[config.mk]
export PLATFORM = sky130hd
export DESIGN_NAME = playfair_pair_encrypt
export DESIGN_NICKNAME = d
export VERILOG_FILES = /design/src/rtl/pfe_pkg.sv /design/src/rtl/pfe_locate.sv /design/src/rtl/playfair_pair_encrypt.sv
export SDC_FILE = /design/constraint.sdc
export NUM_CORES = 1
export LEC_CHECK = 0
export ABC_AREA = 1
export BUFFER_PORTS_ARGS = -buffer_cell sky130_fd_sc_hd__buf_2
export CAP_MARGIN = 25
export CORE_ASPECT_RATIO = 0.7
export CORE_MARGIN = 2
export CORE_UTILIZATION = 45
export CTS_CLUSTER_SIZE = 20
export DETAILED_ROUTE_END_ITERATION = 8
export REMOVE_ABC_BUFFERS = 1
export SETUP_SLACK_MARGIN = 0.4
export SYNTH_ARGS = -nofsm -noshare
export SYNTH_HDL_FRONTEND = slang
export SYNTH_SLANG_ARGS = --single-unit
[constraint.sdc]
create_clock -name clock -period 3.5 [get_ports clock]
set_input_delay 0.175 -clock clock [delete_from_list [all_inputs] [get_ports clock]]
set_output_delay 0.175 -clock clock [all_outputs]
set_load 0.1 [all_outputs]
[src/rtl/pfe_pkg.sv]
// Shared constants and types for the Playfair digraph encryptor.
`default_nettype none

package pfe_pkg;

   localparam int GRID_SIDE      = 5;
   localparam int CELL_COUNT     = GRID_SIDE * GRID_SIDE;
   localparam int CODE_W         = 5;
   localparam int POS_W          = $clog2(GRID_SIDE);
   localparam int IDX_W          = $clog2(CELL_COUNT);
   localparam int CELLS_PER_WORD = 12;
   localparam int WORD_W         = CELLS_PER_WORD * CODE_W;
   localparam int CSR_ADDR_W     = 2;
   localparam int TDATA_W        = 16;

   typedef logic [CSR_ADDR_W-1:0] csr_addr_type;

   localparam csr_addr_type CSR_KEY_LOW  = csr_addr_type'(0);
   localparam csr_addr_type CSR_KEY_HIGH = csr_addr_type'(1);
   localparam csr_addr_type CSR_KEY_LAST = csr_addr_type'(2);

   // Position of one letter in the key square.
   typedef struct packed {
      logic             found;
      logic [POS_W-1:0] row;
      logic [POS_W-1:0] col;
   } loc_type;

endpackage

`default_nettype wire

[src/rtl/pfe_locate.sv]
// Turns a cell match vector into the row and column of the first matching cell.
`default_nettype none

module pfe_locate (
   input  wire logic [pfe_pkg::CELL_COUNT-1:0] match,
   output pfe_pkg::loc_type                    loc
);

   logic [pfe_pkg::CELL_COUNT-1:0] first;

   // Keep only the lowest set bit: first match in row-major order wins.
   assign first = match & (~match + pfe_pkg::CELL_COUNT'(1));

   always_comb begin
      loc       = '0;
      loc.found = |match;
      for (int k = 0; k < pfe_pkg::CELL_COUNT; k++) begin
         if (first[k]) begin
            loc.row = loc.row | pfe_pkg::POS_W'(k / pfe_pkg::GRID_SIDE);
            loc.col = loc.col | pfe_pkg::POS_W'(k % pfe_pkg::GRID_SIDE);
         end
      end
   end

endmodule

`default_nettype wire

[src/rtl/playfair_pair_encrypt.sv]
// Top level of the Playfair digraph encryptor: four-stage pipeline and key square registers.
`default_nettype none

// Encrypts one digraph (two 5-bit letter codes) per word against a 5x5 key square
// that is loaded through the csr_ port (index 0: cells 0-11, index 1: cells 12-23,
// index 2: cell 24; cell k sits at row k/5, column k%5; the first matching cell in
// row-major order wins). Same row: each letter takes the cell to its right; same
// column: the cell below; otherwise the letters swap columns. A letter missing
// from the square gives zero ciphertext and sets rsp_tuser (not_found). The block
// takes one word per cycle while rsp_tready does not stall the output; each word
// passes through the pipeline stages (cell compare, first-match encode, target
// cell index, cell select into the output register). The first stage loads at the
// accepting edge; once the word is in the output register, rsp_tvalid stays high
// until rsp_tready takes it. A stall on the result side fills the empty stages
// first, then drops req_tready. Load the key square only while the pipeline is
// empty.

module playfair_pair_encrypt (
   input  wire logic                           clock,
   input  wire logic                           reset,
   // request: [4:0] first_letter, [9:5] second_letter, [15:10] zero
   input  wire logic                           req_tvalid,
   output logic                                req_tready,
   input  wire logic [pfe_pkg::TDATA_W-1:0]    req_tdata,
   // response: [4:0] first_cipher, [9:5] second_cipher, [15:10] zero
   output logic                                rsp_tvalid,
   input  wire logic                           rsp_tready,
   output logic [pfe_pkg::TDATA_W-1:0]         rsp_tdata,
   // response: [0] not_found
   output logic                                rsp_tuser,
   // configuration write port
   input  wire logic                           csr_we,
   input  wire logic [pfe_pkg::CSR_ADDR_W-1:0] csr_addr,
   input  wire logic [pfe_pkg::WORD_W-1:0]     csr_wdata
);

   localparam int CW = pfe_pkg::CODE_W;
   localparam int NC = pfe_pkg::CELL_COUNT;
   localparam int PW = pfe_pkg::POS_W;
   localparam int IW = pfe_pkg::IDX_W;

   function automatic logic [PW-1:0] wrap_inc(input logic [PW-1:0] v);
      logic [PW-1:0] r;
      r = (v == PW'(pfe_pkg::GRID_SIDE - 1)) ? '0 : v + PW'(1);
      return r;
   endfunction

   // ------------------------------------------------------------------
   // Key square registers
   // ------------------------------------------------------------------
   logic [pfe_pkg::WORD_W-1:0] key_low_ff;
   logic [pfe_pkg::WORD_W-1:0] key_high_ff;
   logic [CW-1:0]              key_last_ff;
   logic [NC*CW-1:0]           key_flat;

   always_ff @(posedge clock) begin
      if (reset) begin
         key_low_ff  <= '0;
         key_high_ff <= '0;
         key_last_ff <= '0;
      end else if (csr_we) begin
         case (pfe_pkg::csr_addr_type'(csr_addr))
            pfe_pkg::CSR_KEY_LOW:  key_low_ff  <= csr_wdata;
            pfe_pkg::CSR_KEY_HIGH: key_high_ff <= csr_wdata;
            pfe_pkg::CSR_KEY_LAST: key_last_ff <= csr_wdata[CW-1:0];
            default: ;  // drop writes to unknown indexes
         endcase
      end
   end

   assign key_flat = {key_last_ff, key_high_ff, key_low_ff};

   // ------------------------------------------------------------------
   // Stage handshake: a stage advances when it is empty or its successor
   // advances, so bubbles fill up under a stall.
   // ------------------------------------------------------------------
   logic v1_ff, v2_ff, v3_ff, v4_ff;
   logic en1, en2, en3, en4;
   logic req_fire;

   assign en4        = !v4_ff || rsp_tready;
   assign en3        = !v3_ff || en4;
   assign en2        = !v2_ff || en3;
   assign en1        = !v1_ff || en2;
   assign req_tready = en1;
   assign req_fire   = req_tvalid && req_tready;

   always_ff @(posedge clock) begin
      if (reset) begin
         v1_ff <= 1'b0;
         v2_ff <= 1'b0;
         v3_ff <= 1'b0;
         v4_ff <= 1'b0;
      end else begin
         if (en1) v1_ff <= req_fire;
         if (en2) v2_ff <= v1_ff;
         if (en3) v3_ff <= v2_ff;
         if (en4) v4_ff <= v3_ff;
      end
   end

   // ------------------------------------------------------------------
   // Stage 1: compare both letters against every cell
   // ------------------------------------------------------------------
   logic [CW-1:0] letter_a, letter_b;
   logic [NC-1:0] match_a_in, match_b_in, match_a_ff, match_b_ff;

   assign letter_a = req_tdata[CW-1:0];
   assign letter_b = req_tdata[2*CW-1:CW];

   always_comb begin
      for (int k = 0; k < NC; k++) begin
         match_a_in[k] = (key_flat[k*CW +: CW] == letter_a);
         match_b_in[k] = (key_flat[k*CW +: CW] == letter_b);
      end
   end

   always_ff @(posedge clock) begin
      if (en1) begin
         match_a_ff <= match_a_in;
         match_b_ff <= match_b_in;
      end
   end

   // ------------------------------------------------------------------
   // Stage 2: first-match row and column of each letter
   // ------------------------------------------------------------------
   pfe_pkg::loc_type loc_a_in, loc_b_in, loc_a_ff, loc_b_ff;

   pfe_locate u_locate_a (
      .match (match_a_ff),
      .loc   (loc_a_in)
   );

   pfe_locate u_locate_b (
      .match (match_b_ff),
      .loc   (loc_b_in)
   );

   always_ff @(posedge clock) begin
      if (en2) begin
         loc_a_ff <= loc_a_in;
         loc_b_ff <= loc_b_in;
      end
   end

   // ------------------------------------------------------------------
   // Stage 3: apply the digraph rule and form the target cell indexes
   // ------------------------------------------------------------------
   logic [PW-1:0] xr, xc, yr, yc;
   logic [IW-1:0] tgt_a_in, tgt_b_in, tgt_a_ff, tgt_b_ff;
   logic          miss_in, miss_ff;

   always_comb begin
      if (loc_a_ff.row == loc_b_ff.row) begin
         // same row: step right, wrapping within the row
         xr = loc_a_ff.row;
         xc = wrap_inc(loc_a_ff.col);
         yr = loc_b_ff.row;
         yc = wrap_inc(loc_b_ff.col);
      end else if (loc_a_ff.col == loc_b_ff.col) begin
         // same column: step down, wrapping within the column
         xr = wrap_inc(loc_a_ff.row);
         xc = loc_a_ff.col;
         yr = wrap_inc(loc_b_ff.row);
         yc = loc_b_ff.col;
      end else begin
         // rectangle: swap columns
         xr = loc_a_ff.row;
         xc = loc_b_ff.col;
         yr = loc_b_ff.row;
         yc = loc_a_ff.col;
      end
      tgt_a_in = IW'(xr) * IW'(pfe_pkg::GRID_SIDE) + IW'(xc);
      tgt_b_in = IW'(yr) * IW'(pfe_pkg::GRID_SIDE) + IW'(yc);
      miss_in  = !(loc_a_ff.found && loc_b_ff.found);
   end

   always_ff @(posedge clock) begin
      if (en3) begin
         tgt_a_ff <= tgt_a_in;
         tgt_b_ff <= tgt_b_in;
         miss_ff  <= miss_in;
      end
   end

   // ------------------------------------------------------------------
   // Stage 4: select the target cells into the output register
   // ------------------------------------------------------------------
   logic [CW-1:0] ciph_a_in, ciph_b_in, ciph_a_ff, ciph_b_ff;
   logic          nf_ff;

   always_comb begin
      ciph_a_in = '0;
      ciph_b_in = '0;
      for (int k = 0; k < NC; k++) begin
         if (tgt_a_ff == IW'(k)) ciph_a_in = ciph_a_in | key_flat[k*CW +: CW];
         if (tgt_b_ff == IW'(k)) ciph_b_in = ciph_b_in | key_flat[k*CW +: CW];
      end
      if (miss_ff) begin
         ciph_a_in = '0;
         ciph_b_in = '0;
      end
   end

   always_ff @(posedge clock) begin
      if (en4) begin
         ciph_a_ff <= ciph_a_in;
         ciph_b_ff <= ciph_b_in;
         nf_ff     <= miss_ff;
      end
   end

   assign rsp_tvalid = v4_ff;
   assign rsp_tdata  = {(pfe_pkg::TDATA_W - 2*CW)'(0), ciph_b_ff, ciph_a_ff};
   assign rsp_tuser  = nf_ff;

`ifndef SYNTHESIS
   // A missing letter must come out as zero ciphertext.
   a_nf_zero: assert property (@(posedge clock) disable iff (reset)
      (rsp_tvalid && rsp_tuser) |-> (rsp_tdata[2*CW-1:0] == '0))
      else $error("not_found result carries nonzero ciphertext");

   // With the output register empty, the pipeline must take a new word.
   a_ready_when_empty: assert property (@(posedge clock) disable iff (reset)
      !rsp_tvalid |-> req_tready)
      else $error("request stalled while output register is empty");

   // An accepted word must occupy the first stage on the next cycle.
   a_enter_stage1: assert property (@(posedge clock) disable iff (reset)
      req_fire |=> v1_ff)
      else $error("accepted word did not enter stage 1");
`endif

endmodule

`default_nettype wire
* After elaboration in Yosys (flattened, before gate mapping)
Index checks and enable logic that the tools add are counted.
** Operators by class
- Mux-type cells :: 123
- Multipliers :: 2
- Bitwise gates (word level) :: 52
- Equality and inequality tests :: 106
- $add $sub $neg :: 8
- Reduce and logical (&&, ||, !) cells :: 29
** Operators by type and width (number)
- $mux 5 :: 73
- $mux 60 :: 6
- $eq 5x5->1 :: 50
- $or 5x5->5 :: 48
- $eq 5x5->1 const B :: 18
- $eq 5x4->1 const B :: 16
- $add 25x1->25 const B :: 2
- $and 25x25->25 :: 2
- $not 25->25 :: 2
- $reduce_or 25->1 :: 2
- $mux 3 :: 14
- $eq 5x3->1 const B :: 8
- $mux 4 :: 10
- $eq 5x2->1 const B :: 4
- $mux 2 :: 8
- $reduce_bool 2->1 :: 8
- $add 3x1->3 const B :: 4
- $eq 3x3->1 const B :: 4
- $mux 1 :: 12
- $add 5x3->5 :: 2
- $eq 5x1->1 const B :: 2
- $logic_not 5->1 :: 2
- $mul 3x3->5 const B :: 2
- $reduce_or 5->1 :: 2
- 8 further kinds :: 19
** Word-level totals
- Output and inout bits :: 19
- Word-level logic and storage cells :: 345
- Input port bits :: 83
- Bits in registers :: 215

* Longest topological paths before layout
Gate-level depths: netlist of the first run.
- Depth after elaboration :: 50
- Mapped depth :: 19
- Mapped depth without buffers :: 19

* Cells and area by module
A second synthesis of the first run with hierarchy kept.
** Second synthesis, totals
- Cell total of the unflattened synthesis :: 2076
- Area, all modules :: 14764.2 µm²
** Modules (own cells, without submodules)
- playfair_pair_encrypt :: area each 13417.9 µm², cells each 1810, times used 1, sequential area each 5165.0 µm²
- pfe_locate :: area each 673.1 µm², cells each 133, times used 2, sequential area each 0.0 µm²

* Least setup slack after synthesis of the first run
Ideal clock, no wire load.
- Path type :: reg-to-reg
- Start :: reg v4_ff, in the netlist rsp_tvalid
- End :: reg match_a_ff[0], enable pin
- Arrival :: 3336 ps
- Data required time :: 2690 ps
- Cell stages (with the launch flop) :: 6
- Clock period less this slack :: 4146 ps
- Setup time :: 810 ps
- Setup slack :: -646 ps
- Path buffers :: 0
- Cell sequence :: dfxtp_1 -> nand2_1 -> nor2_1 -> inv_1 -> nor2_1 -> nand2_1
** Between the ends
- Cells in the longest elaborated chain, start to end :: 5
** Ends and longest elaborated chain
- from (decl) :: line playfair_pair_encrypt.sv:77 : logic v1_ff, v2_ff, v3_ff, v4_ff;
- from (signal assigned) :: line playfair_pair_encrypt.sv:98 : if (en4) v4_ff <= v3_ff;
- $logic_not 1->1 :: line playfair_pair_encrypt.sv:81 : assign en4 = !v4_ff || rsp_tready;
- $logic_or 1x1->1 :: line playfair_pair_encrypt.sv:81
- net en4 :: line playfair_pair_encrypt.sv:78 : logic en1, en2, en3, en4;
- $logic_or 1x1->1 :: line playfair_pair_encrypt.sv:82 : assign en3 = !v3_ff || en4;
- net en3 :: line playfair_pair_encrypt.sv:78
- $logic_or 1x1->1 :: line playfair_pair_encrypt.sv:83 : assign en2 = !v2_ff || en3;
- $logic_or 1x1->1 :: line playfair_pair_encrypt.sv:84 : assign en1 = !v1_ff || en2;
- net req_tready :: line playfair_pair_encrypt.sv:23 : output logic req_tready,
- to (signal assigned) :: line playfair_pair_encrypt.sv:120 : match_a_ff <= match_a_in;
- to (decl) :: line playfair_pair_encrypt.sv:106 : logic [NC-1:0] match_a_in, match_b_in, match_a_ff, match_b_ff;
The timed path passes the listed nets, and every way through them passes these cells.
A chain may end at the register's enable or synchronous reset.

* Worst setup path after layout of the first run
- Start :: reg loc_b_ff[1] in the netlist's numbering
- End :: reg tgt_a_ff[4], data pin
** Between the ends
- Cells in the longest elaborated chain, start to end :: 5
- Elaborated cells between the ends (all ways) :: 7
- Classes of those cells :: add/sub: 1; mul: 1; eq/ne: 1; mux: 4
** Ends and longest elaborated chain
- from (decl) :: line playfair_pair_encrypt.sv:128 : pfe_pkg::loc_type loc_a_in, loc_b_in, loc_a_ff, loc_b_ff;
- from (signal assigned) :: line playfair_pair_encrypt.sv:143 : loc_b_ff <= loc_b_in;
- $eq 3x3->1 :: line playfair_pair_encrypt.sv:161 : end else if (loc_a_ff.col == loc_b_ff.col) begin
- $mux 3 :: line playfair_pair_encrypt.sv:161
- $mux 3 :: line playfair_pair_encrypt.sv:155 : if (loc_a_ff.row == loc_b_ff.row) begin
- $mul 3x3->5 :: line playfair_pair_encrypt.sv:174 : tgt_a_in = IW'(xr) * IW'(pfe_pkg::GRID_SIDE) + IW'(xc);
- $add 5x3->5 (*) :: line playfair_pair_encrypt.sv:174
- net tgt_a_in[4] :: line playfair_pair_encrypt.sv:151 : logic [IW-1:0] tgt_a_in, tgt_b_in, tgt_a_ff, tgt_b_ff;
- to (signal assigned) :: line playfair_pair_encrypt.sv:181 : tgt_a_ff <= tgt_a_in;
- to (decl) :: line playfair_pair_encrypt.sv:151
Mark *: on every way through the listed nets, which the timed path passes. The rest lies on a longest branch.

==> results.tsv, run 1 <==
stage	metric	value	unit
layout	number of inserted filler cells in the final layout	3088	
min_path	Min-Delay Path Depth	3	
flow_run	reported max-cap violation count	0	
logic_synthesis	proportion of synthesized flip-flops having asynchronous set or reset	0	
floorplanning	Std-Cell Core Area	31400	um^2
power_and_ir_drop	leakage dissipation	8.01	nW
floorplanning	area of the die	33500	um^2
sta	final critical path time including I/O delays and setup	3000	ps
power_and_ir_drop	Power per Cell Area	553	nW/um^2
critical_path	category of the worst setup path capture point	flip-flop	
global_route	antenna violations before repair	2	
critical_path	CP max-delay cell	edfxtp_1	
critical_path	maximum fanout along the worst path	2	
detailed_routing	detailed-route via count	15026	
sta	number of slew-limit violations in the final report	0	
layout	growth of design area from synthesis to finish	16.7	%
floorplanning	die boundary height	154	um
power_and_ir_drop	maximum vdd drop	0.354	mV
critical_path	CP most frequent cell	nand2_1	
min_path	critical hold path startpoint	csr_addr[0]	
logic_synthesis	XOR/XNOR share of the synthesized area	0.130	
logic_synthesis	share of cell area taken by muxes after synthesis	0	
logic_synthesis	basic-gate share of the synthesized area counting and, or, nand and nor cells	0.301	
critical_path	R2R Path End	tgt_a_ff[4]	
floorplanning	num ports	102	
sta	maximum clock frequency	334	MHz
clock_tree	CTS tree	yes	
logic_synthesis	area of the mapped netlist	14400	um^2
placement	number of buffers inserted by port buffering	89	
critical_path	cells along the critical path	xnor2_2, nand2_1, nor2_2, buf_4, buf_4, nand3_1, nand2_1, nand2_2, inv_2, ha_4, ha_4, ha_4, a21oi_2, nand2_1, or2_2, nand2_2, nand2_1, nand2_1, inv_1	
logic_synthesis	adder-cell area share of the yosys netlist	0.0236	
logic_synthesis	Distinct cells, synth	38	
floorplanning	initial standard-cell utilization of the core	0.460	
critical_path	delay contributed by the slowest stage of the critical path	450	ps
min_path	path type of the worst min-delay path	primary input to flip-flop	
logic_synthesis	number of synthesized register bits	215	
sta	worst slew pin tran	1010	ps
floorplanning	die width	218	um
critical_path	Reg-to-Reg Start	loc_b_ff[1]	
critical_path	reg-to-reg setup timing slack	500	ps
logic_synthesis	cell type with the largest total area after synthesis	dfxtp_1	
logic_synthesis	Synth Instances	2006	
detailed_routing	WL per Instance	23.7	um
sta	final period utilization	0.856	
clock_tree	clock buffers created by TritonCTS	22	
power_and_ir_drop	overall power after layout	9.30	mW
status	outcome	finished clean	
sta	endpoints failing setup	0	
logic_synthesis	syn avg cell area	7.19	um^2
sta	worst-case setup margin in the final layout	504	ps
placement	worst slack at placement	199	ps
clock_tree	clock latency on the worst-skew pair	540	ps
placement	last weighted congestion value of the routability-driven placer	1.03	
logic_synthesis	top flip-flop cell by instance count after synthesis	dfxtp_1	
critical_path	CP Data Arrival Time	3290	ps
global_route	wire length of the first global-routing pass	89100	um
clock_tree	cell at the root of the clock tree	clkbuf_16	
detailed_routing	Remaining DRCs	0	
detailed_routing	DRC violation total after the first TritonRoute iteration	2162	
logic_synthesis	sequential area share after synthesis	0.358	
sta	worst-case headroom to the max-slew limit	0.329	
layout	core occupancy in the finished layout	0.537	
logic_synthesis	largest family of logic cells by synthesized area	simple AND/OR/NAND/NOR gates	
detailed_routing	number of nets with antenna violations after detailed routing	0	
layout	share of post-route cells with drive strength above 1	0.109	
global_route	grt ovf	0	
critical_path	worst setup path category	flip-flop to flip-flop	
clock_tree	number of levels the H-tree was split into	1	
clock_tree	number of clock sinks	215	
logic_synthesis	Compound-Gate Fraction of Synth Area	0.104	
critical_path	required time of the critical path	3790	ps
min_path	Endpoint, Worst Hold	key_last_ff[2]	
clock_tree	maximum clock insertion buffer count	3	
clock_tree	clock-pin slew of the registers on the worst-case setup and hold paths	60	ps
layout	total number of nets in the final design	2237	
logic_synthesis	number of warning messages in the yosys log	0	
sta	Fin. Hold Viols	0	
logic_synthesis	Area contributors post-synth	dfxtp_1 (18%), edfxtp_1 (18%), nand2_1 (9.8%), xor2_1 (9.3%), nand3_1 (7.9%)	
critical_path	reg2reg path depth	19	
detailed_routing	Post-Route WL	60700	um
critical_path	crit path launch type	flip-flop	
sta	worst clock skew	21.2	ps
placement	placed wire-length estimate after detailed placement	45000	um
global_route	largest net degree at the start of global routing	121	
detailed_routing	via density per instance	5.86	
logic_synthesis	number of flops mapped to enable cells by yosys	86	
detailed_routing	number of detailed-routing iterations run before antenna repair	6	
logic_synthesis	share of Yosys cell area claimed by the top area cell type	0.179	
floorplanning	placement row count	54	
sta	setup repair after global routing missed its margin	true	
global_route	GRT Overall Usage	0.357	
global_route	number of global-route vias before repair	13688	
-- worst max path at each step --
stage	startpoint	end	slack (ps)	cells past startpoint
finish	loc_b_ff[1]	tgt_a_ff[4]	500	19
global route	loc_b_ff[3]	tgt_a_ff[4]	330	14
CTS	loc_a_ff[0]	tgt_a_ff[4]	410	18
detailed placement	loc_b_ff[0]	tgt_a_ff[4]	200	18
global placement	loc_a_ff[0]	tgt_a_ff[4]	310	18
floorplan	csr_addr[0]	key_low_ff[0]	-2500	3
-- logic make-up after synthesis --
| logic type | Yosys count |
|---|---|
| simple gates | 961 |
| compound gates | 298 |
| buf+inv | 290 |
| xor+xnor | 215 |
| flops | 215 |
| fa+ha+maj | 26 |
| other cells | 1 |
-- metal layers --
metal / track usage / up-vias / routed length [um]
li1: - / 6951 / -
met3: 0.0977 / 114 / 7410
met4: 0.108 / 0 / 2080
met2: 0.483 / 875 / 23200
met1: 0.545 / 7086 / 28000
met5: 0 / - / 0
-- cells in the mapped netlist, drive strengths merged (2+ instances only) --
cell type	count
nor2	197
o21ai	145
xnor2	61
ha	24
or2	8
fa	2
xor2	154
nor3	10
nand2	377
clkinv	2
nor4	51
buf	61
nand3b	3
inv	169
a21oi	148
edfxtp	86
nand4	83
clkbuf	58
dfxtp	129
nand3	230
-- timing repair --
item	in CTS	in global routing
resized for setup	6	19
setup endpoints to repair	2	2
hold buffers	62	0
endpoints found under the hold margin	128	0
pin swaps	3	10
buffers inserted	9	7
-- cells in the final DEF, fill, tap and decap left out, types with 8 or more instances in the layout --
cell type      count
buf_2             90
buf_4             58
nor4_1            51
or2_2              8
xnor2_1           58
dlygate4sd3_1     62
edfxtp_1          86
nand3_1          229
nor2_1           184
nor3_1             8
inv_1            162
a21oi_1          146
nand4_1           83
clkbuf_16         23
dfxtp_1          129
nand2_1          372
ha_1              17
o21ai_0          142
xor2_1           153
-- worst max-delay path, delay by kind of cell, from the launching register on --
family	cells	cell delay [ps]
compound gates	1	130
xor+xnor	1	210
fa+ha+maj	3	610
buf+inv	4	340
flops	1	450
simple gates	10	1000
-- registers in the layout, indices dropped and copies added (netlist names) --
register     flops
match_b_ff      25
rsp_tvalid       1
v2_ff            1
key_low_ff      60
tgt_b_ff         5
tgt_a_ff         5
key_high_ff     60
loc_b_ff         7
loc_a_ff         7
ciph_a_ff        5
rsp_tuser        1
match_a_ff      25
v1_ff            1
miss_ff          1
v3_ff            1
key_last_ff      5
ciph_b_ff        5
-- stage by stage --
step / setup TNS [ps] / area [um^2] / instances / hold slack [ps]
2_1_floorplan: -210550 / 13900 / 1892 / 244
3_3_place_gp: 0 / 15200 / 2445 / 392
3_5_place_dp: 0 / 15200 / 2445 / 401
4_1_cts: 0 / 16700 / 2556 / 23.0
5_1_grt: 0 / 16800 / 2564 / 72.0
6_report: 0 / 16800 / 2565 / 30.8
-- power breakdown --
| part | switching [mW] | total [mW] | leakage [nW] | internal (mW) |
|---|---|---|---|---|
| Sequential | 0.447 | 3.33 | 2.08 | 2.89 |
| Clock | 1.03 | 2.38 | 0.356 | 1.35 |
| Combinational | 2.53 | 3.59 | 5.57 | 1.06 |
| Total | 4.00 | 9.30 | 8.01 | 5.30 |
-- cell type report --
type / instances / area, um^2 / share of cell area
Timing Repair Buffer: 212 / 1550 / 0.0918
Tap cell: 420 / 526 / 0.0312
Antenna cell: 1 / 2.50 / 0.000149
Clock buffer: 28 / 596 / 0.0354
Sequential cell: 215 / 5160 / 0.307
Clock inverter: 12 / 109 / 0.00647
Multi-Input combinational cell: 1506 / 8250 / 0.490
Inverter: 171 / 648 / 0.0385
Note: power is estimated with default switching activity, not from simulation.
==> run 2: changes to the inputs <==
Settings changed: BUFFER_PORTS_ARGS -buffer_cell sky130_fd_sc_hd__buf_2 to -buffer_cell sky130_fd_sc_hd__buf_4.
==> results.tsv, run 2 (synthesis results as in run 1) <==
stage	metric	value	unit
critical_path	crit path launch type	flip-flop	
global_route	number of global-route vias before repair	13488	
power_and_ir_drop	clock power share	0.258	
detailed_routing	number of detailed-routing iterations run before antenna repair	5	
critical_path	worst setup path category	flip-flop to flip-flop	
detailed_routing	highest metal layer with signal wires	met4	
power_and_ir_drop	internal power summed over all cells	5.26	mW
layout	largest registers ranked by flip-flop count	key_high_ff: 60 flops, key_low_ff: 60 flops	
floorplanning	Std-Cell Core Area	31400	um^2
clock_tree	number of clock sinks	215	
detailed_routing	via density per instance	5.84	
layout	total number of nets in the final design	2228	
placement	placed instance area	15400	um^2
critical_path	CP max-delay cell	edfxtp_1	
placement	Post-Place Cells	2438	
sta	number of slew-limit violations in the final report	0	
sta	worst-case setup margin in the final layout	525	ps
sta	worst slew pin tran	963	ps
global_route	GRT Overall Usage	0.360	
layout	most used cells in the layout excluding fill and tap cells	nand2_1 (374), nand3_1 (229), nor2_1 (184), inv_1 (165), xor2_1 (153)	
sta	final period utilization	0.850	
power_and_ir_drop	power share of the sequential group	0.359	
detailed_routing	Post-Route WL	60700	um
clock_tree	cell at the root of the clock tree	clkbuf_16	
power_and_ir_drop	switching power as a share of total power	0.431	
sta	maximum clock frequency	336	MHz
placement	last weighted congestion value of the routability-driven placer	1.03	
clock_tree	CTS tree	yes	
sta	worst-case headroom to the max-slew limit	0.352	
detailed_routing	detailed-route via count	14928	
layout	share of post-route cells with drive strength above 1	0.103	
power_and_ir_drop	maximum vdd drop	0.447	mV
critical_path	Critical Path Source	loc_b_ff[0]	
clock_tree	clock latency on the worst-skew pair	540	ps
layout	number of inserted filler cells in the final layout	3061	
layout	growth of design area from synthesis to finish	17.7	%
critical_path	CP most frequent cell	nand2_1	
layout	commonest non-fill, non-tap cell in the layout	nand2_1	
power_and_ir_drop	leakage dissipation	8.03	nW
min_path	critical hold path startpoint	csr_addr[1]	
clock_tree	number of levels the H-tree was split into	1	
detailed_routing	WL per Instance	23.7	um
flow_run	reported max-cap violation count	0	
critical_path	CP Data Arrival Time	3280	ps
critical_path	R2R Path End	tgt_b_ff[4]	
floorplanning	die width	218	um
detailed_routing	DRC violation total after the first TritonRoute iteration	2177	
detailed_routing	met2 wire length	23700	um
clock_tree	maximum clock insertion buffer count	3	
critical_path	delay contributed by the slowest stage of the critical path	430	ps
critical_path	reg2reg path depth	17	
floorplanning	initial standard-cell utilization of the core	0.460	
detailed_routing	met3 wirelength from detailed routing	8290	um
critical_path	category of the worst setup path capture point	flip-flop	
critical_path	maximum fanout along the worst path	8	
sta	worst clock skew	12.6	ps
global_route	grt ovf	0	
critical_path	cells along the critical path	xnor2_2, nand2_1, nor2_4, nand2_2, inv_4, o21ai_0, o21ai_0, inv_1, ha_4, ha_4, ha_1, nand3_1, nand2_1, xnor2_1, nand3_1, nand2_1, inv_1	
detailed_routing	Remaining DRCs	0	
power_and_ir_drop	overall power after layout	9.25	mW
power_and_ir_drop	Power per Cell Area	544	nW/um^2
detailed_routing	number of nets with antenna violations after detailed routing	0	
critical_path	Critical path destination	tgt_b_ff[4]	
global_route	largest net degree at the start of global routing	121	
sta	setup repair after global routing missed its margin	true	
floorplanning	area of the die	33500	um^2
critical_path	Reg-to-Reg Start	loc_b_ff[0]	
detailed_routing	Post-Route M1 WL	27000	um
layout	Finished Cell Area	17000	um^2
layout	Cell Count, Final, Fillers Out	2556	
min_path	path type of the worst min-delay path	primary input to flip-flop	
global_route	antenna violations before repair	2	
sta	Fin. Hold Viols	0	
layout	multi-input combinational cell area	8240	um^2
floorplanning	die boundary height	154	um
power_and_ir_drop	Combinational Power Share	0.383	
placement	placed wire-length estimate after detailed placement	45100	um
clock_tree	clock buffers created by TritonCTS	22	
sta	final critical path time including I/O delays and setup	2970	ps
critical_path	required time of the critical path	3800	ps
floorplanning	num ports	102	
sta	endpoints failing setup	0	
status	outcome	finished clean	
placement	number of buffers inserted by port buffering	89	
power_and_ir_drop	net switching power figure	3.99	mW
layout	register area	5160	um^2
global_route	wire length of the first global-routing pass	89000	um
placement	worst slack at placement	226	ps
floorplanning	placement row count	54	
critical_path	reg-to-reg setup timing slack	530	ps
clock_tree	clock-pin slew of the registers on the worst-case setup and hold paths	70	ps
-- run 2: cell count changes in the layout (fill, tap and decap cells not counted), sizes merged --
| cell | previous run | this run |
|---|---|---|
| clkbuf | 28 | 27 |
| bufinv | 2 | 1 |
| clkinvlp | 1 | 2 |
| dlygate4sd3 | 62 | 63 |
| clkinv | 10 | 11 |
| buf | 150 | 140 |
-- run 2: worst min path at each step --
stage / to / cells past startpoint / slack [ps]
floorplan: rsp_tvalid / 1 / 240
global placement: v3_ff / 2 / 370
detailed placement: v3_ff / 2 / 380
CTS: key_last_ff[3] / 4 / 100
global route: key_last_ff[2] / 4 / 150
finish: key_last_ff[3] / 4 / 110
-- run 2: timing repair --
item / in CTS / in global routing
buffers inserted: 8 / 5
endpoints found under the setup margin: 2 / 2
hold buffers: 63 / 0
hold endpoints to repair: 128 / 0
pin swaps: 1 / 3
resized for setup: 4 / 14
-- run 2: power by group through the flow --
stage	combinational, mW	clock [mW]	sequential (mW)
finish	3.54	2.39	3.32
global placement	3.06	0	3.36
CTS	3.22	2.42	3.30
global route	3.77	2.52	3.34
floorplan	1.70	0	3.38
detailed placement	3.10	0	3.36
-- run 2: area by class of cell --
class,instances,area share
Clock inverter,13,0.00641
Multi-Input combinational cell,1506,0.485
Inverter,171,0.0379
Sequential cell,215,0.304
Antenna cell,1,0.000147
Clock buffer,27,0.0360
Tap cell,420,0.0309
Timing Repair Buffer,203,0.0996
-- run 2: metal layers --
layer	global-route usage	vias up
met5	0	-
met2	0.494	836
li1	-	6938
met1	0.532	7079
met4	0.0888	0
met3	0.126	75
-- run 2: metrics by stage --
stage	TNS (ps)	util	hold WS, ps
after floorplan	-210550	-	244
after global placement	0	0.491	372
after detailed placement	0	0.491	376
after CTS	0	0.537	97.6
after global routing	0	0.542	153
final	0	0.542	107
-- run 2: critical path, delay by kind of cell (launching register included) --
family	cells	cell delay, ps
adders and majority gates	3	780
DFF	1	430
and+or+nand+nor	7	710
buffers and inverters	3	240
AOI/OAI and AO/OA	2	170
xor gates and xnor gates	2	400
==> run 3: changes to the inputs <==
Clock period 3.5 ns to 3 ns, I/O delays scaled along.
==> results.tsv, run 3 (synthesis results as in run 1) <==
stage	metric	value	unit
layout	number of inserted filler cells in the final layout	3000	
sta	Fin. Hold Viols	0	
layout	total number of nets in the final design	2273	
detailed_routing	number of nets with antenna violations after detailed routing	0	
sta	number of slew-limit violations in the final report	0	
global_route	GRT Overall Usage	0.362	
clock_tree	clock buffers created by TritonCTS	22	
sta	final critical path time including I/O delays and setup	2810	ps
layout	growth of design area from synthesis to finish	22.7	%
critical_path	buffer and inverter count on the worst path	4	
critical_path	crit path launch type	flip-flop	
global_route	largest net degree at the start of global routing	121	
placement	placed wire-length estimate after detailed placement	45300	um
critical_path	category of the worst setup path capture point	flip-flop	
detailed_routing	Post-Route M1 WL	27700	um
detailed_routing	via density per instance	5.83	
critical_path	cells along the critical path	xnor2_2, nand2_2, nor2_4, nand2_4, inv_8, buf_6, o21ai_2, o21ai_2, inv_2, ha_4, ha_4, ha_4, nand3_2, nand2_2, xnor2_2, nand3b_1, nand2_1, inv_1	
detailed_routing	highest metal layer with signal wires	met4	
sta	setup_tns	0	ps
floorplanning	Std-Cell Core Area	31400	um^2
detailed_routing	Post-Route WL	61100	um
clock_tree	number of clock sinks	215	
layout	most used cells in the layout excluding fill and tap cells	nand2_1 (362), nand3_1 (226), nor2_1 (183), buf_4 (166), inv_1 (157)	
floorplanning	area of the die	33500	um^2
sta	worst slew pin tran	956	ps
critical_path	delay contributed by the slowest stage of the critical path	430	ps
critical_path	maximum fanout along the worst path	5	
power_and_ir_drop	maximum vdd drop	0.675	mV
clock_tree	clock latency on the worst-skew pair	540	ps
sta	worst-case headroom to the max-slew limit	0.363	
detailed_routing	met2 wire length	24300	um
status	outcome	finished clean	
clock_tree	clock-pin slew of the registers on the worst-case setup and hold paths	70	ps
sta	final period utilization	0.938	
clock_tree	number of levels the H-tree was split into	1	
critical_path	largest delay contributor family on the critical path	adder cells	
global_route	antenna violations before repair	2	
placement	last weighted congestion value of the routability-driven placer	1.09	
flow_run	reported max-cap violation count	0	
detailed_routing	detailed-route via count	15152	
clock_tree	cell at the root of the clock tree	clkbuf_16	
floorplanning	num ports	102	
detailed_routing	met3 wirelength from detailed routing	7310	um
global_route	number of global-route vias before repair	14023	
layout	largest registers ranked by flip-flop count	key_high_ff: 60 flops, key_low_ff: 60 flops	
clock_tree	maximum clock insertion buffer count	3	
layout	core occupancy in the finished layout	0.565	
floorplanning	die width	218	um
critical_path	CP max-delay cell	edfxtp_1	
floorplanning	placement row count	54	
critical_path	required time of the critical path	3300	ps
min_path	path type of the worst min-delay path	primary input to flip-flop	
layout	commonest non-fill, non-tap cell in the layout	nand2_1	
sta	endpoints failing setup	0	
global_route	wire length of the first global-routing pass	90700	um
sta	setup repair after global routing missed its margin	true	
power_and_ir_drop	Power per Cell Area	661	nW/um^2
layout	share of post-route cells with drive strength above 1	0.140	
floorplanning	initial standard-cell utilization of the core	0.460	
placement	number of buffers inserted by port buffering	89	
critical_path	worst setup path category	flip-flop to flip-flop	
clock_tree	CTS tree	yes	
power_and_ir_drop	overall power after layout	11.7	mW
critical_path	CP Data Arrival Time	3120	ps
global_route	grt ovf	0	
detailed_routing	WL per Instance	23.5	um
sta	maximum clock frequency	355	MHz
power_and_ir_drop	leakage dissipation	8.31	nW
detailed_routing	number of detailed-routing iterations run before antenna repair	6	
sta	worst clock skew	9.02	ps
floorplanning	die boundary height	154	um
critical_path	CP most frequent cell	ha_4	
detailed_routing	DRC violation total after the first TritonRoute iteration	2265	
detailed_routing	Remaining DRCs	0	
==> run 3: cell count changes in the layout (fill, tap and decap cells not counted), moves of 9 or more <==
cell | previous run | this run
buf_4 | 138 | 166
buf_6 | 0 | 14
ha_1 | 17 | 6
ha_4 | 7 | 17
nand2_1 | 374 | 362
nand2_2 | 3 | 12
==> run 3: area by class of cell <==
class                           count  area, um^2  area share
Clock inverter                      7        60.1     0.00339
Multi-Input combinational cell   1506        8500       0.480
Clock buffer                       33         676      0.0382
Timing Repair Buffer              247        2110       0.119
Tap cell                          420         526      0.0297
Timing Repair inverter              1        7.51    0.000424
Antenna cell                        1        2.50    0.000141
Inverter                          171         653      0.0369
Sequential cell                   215        5160       0.292
==> run 3: per-stage QoR <==
| step | cells | instance area [um^2] | hold WS, ps | worst slack, ps |
|---|---|---|---|---|
| finish | 2601 | 17700 | 75.2 | 186 |
| global route | 2600 | 17700 | 104 | 89.9 |
| CTS | 2589 | 17400 | 54.1 | 211 |
| detailed placement | 2480 | 15800 | 351 | -146 |
| global placement | 2480 | 15800 | 350 | -158 |
| floorplan | 1892 | 13900 | 219 | -2980 |
==> run 3: where the power goes <==
| part | total (mW) | internal [mW] | switching (mW) |
|---|---|---|---|
| sequential | 3.85 | 3.37 | 0.479 |
| combinational | 5.02 | 1.79 | 3.23 |
| clock | 2.84 | 1.64 | 1.20 |
| total | 11.7 | 6.81 | 4.91 |
==> run 3: worst paths after layout <==
check                           cells after the start  slack [ps]             end        start
worst max register to register                     18         190     tgt_b_ff[4]  loc_b_ff[1]
worst max-delay path                               18         190     tgt_b_ff[4]  loc_b_ff[1]
worst min register to register                      2         460      rsp_tvalid        v3_ff
worst min-delay path                                4          80  key_last_ff[2]  csr_addr[1]
==> run 3: metal layers <==
layer  global-route usage  vias to the layer above
met3               0.0985                      102
met2                0.509                      857
met1                0.542                     7162
li1                     -                     7031
met4               0.0914                        0
met5                    0                        -
==> run 3: worst register-to-register path, cell delays in order, from the launching register on <==
cell and delay (ps):
edfxtp_1 430, xnor2_2 220, nand2_2 90, nor2_4 140
nand2_4 100, inv_8 100, buf_6 90, o21ai_2 50
o21ai_2 60, inv_2 70, ha_4 280, ha_4 200
ha_4 230, nand3_2 70, nand2_2 70, xnor2_2 130
nand3b_1 150, nand2_1 70, inv_1 40
==> run 3: what timing repair did <==
item | in CTS | in global routing
pin swaps | 22 | 38
hold buffers | 63 | 0
endpoints found under the hold margin | 128 | 0
endpoints found under the setup margin | 6 | 6
resized for setup | 54 | 48
setup buffers | 5 | 11
gates cloned | 1 | 0
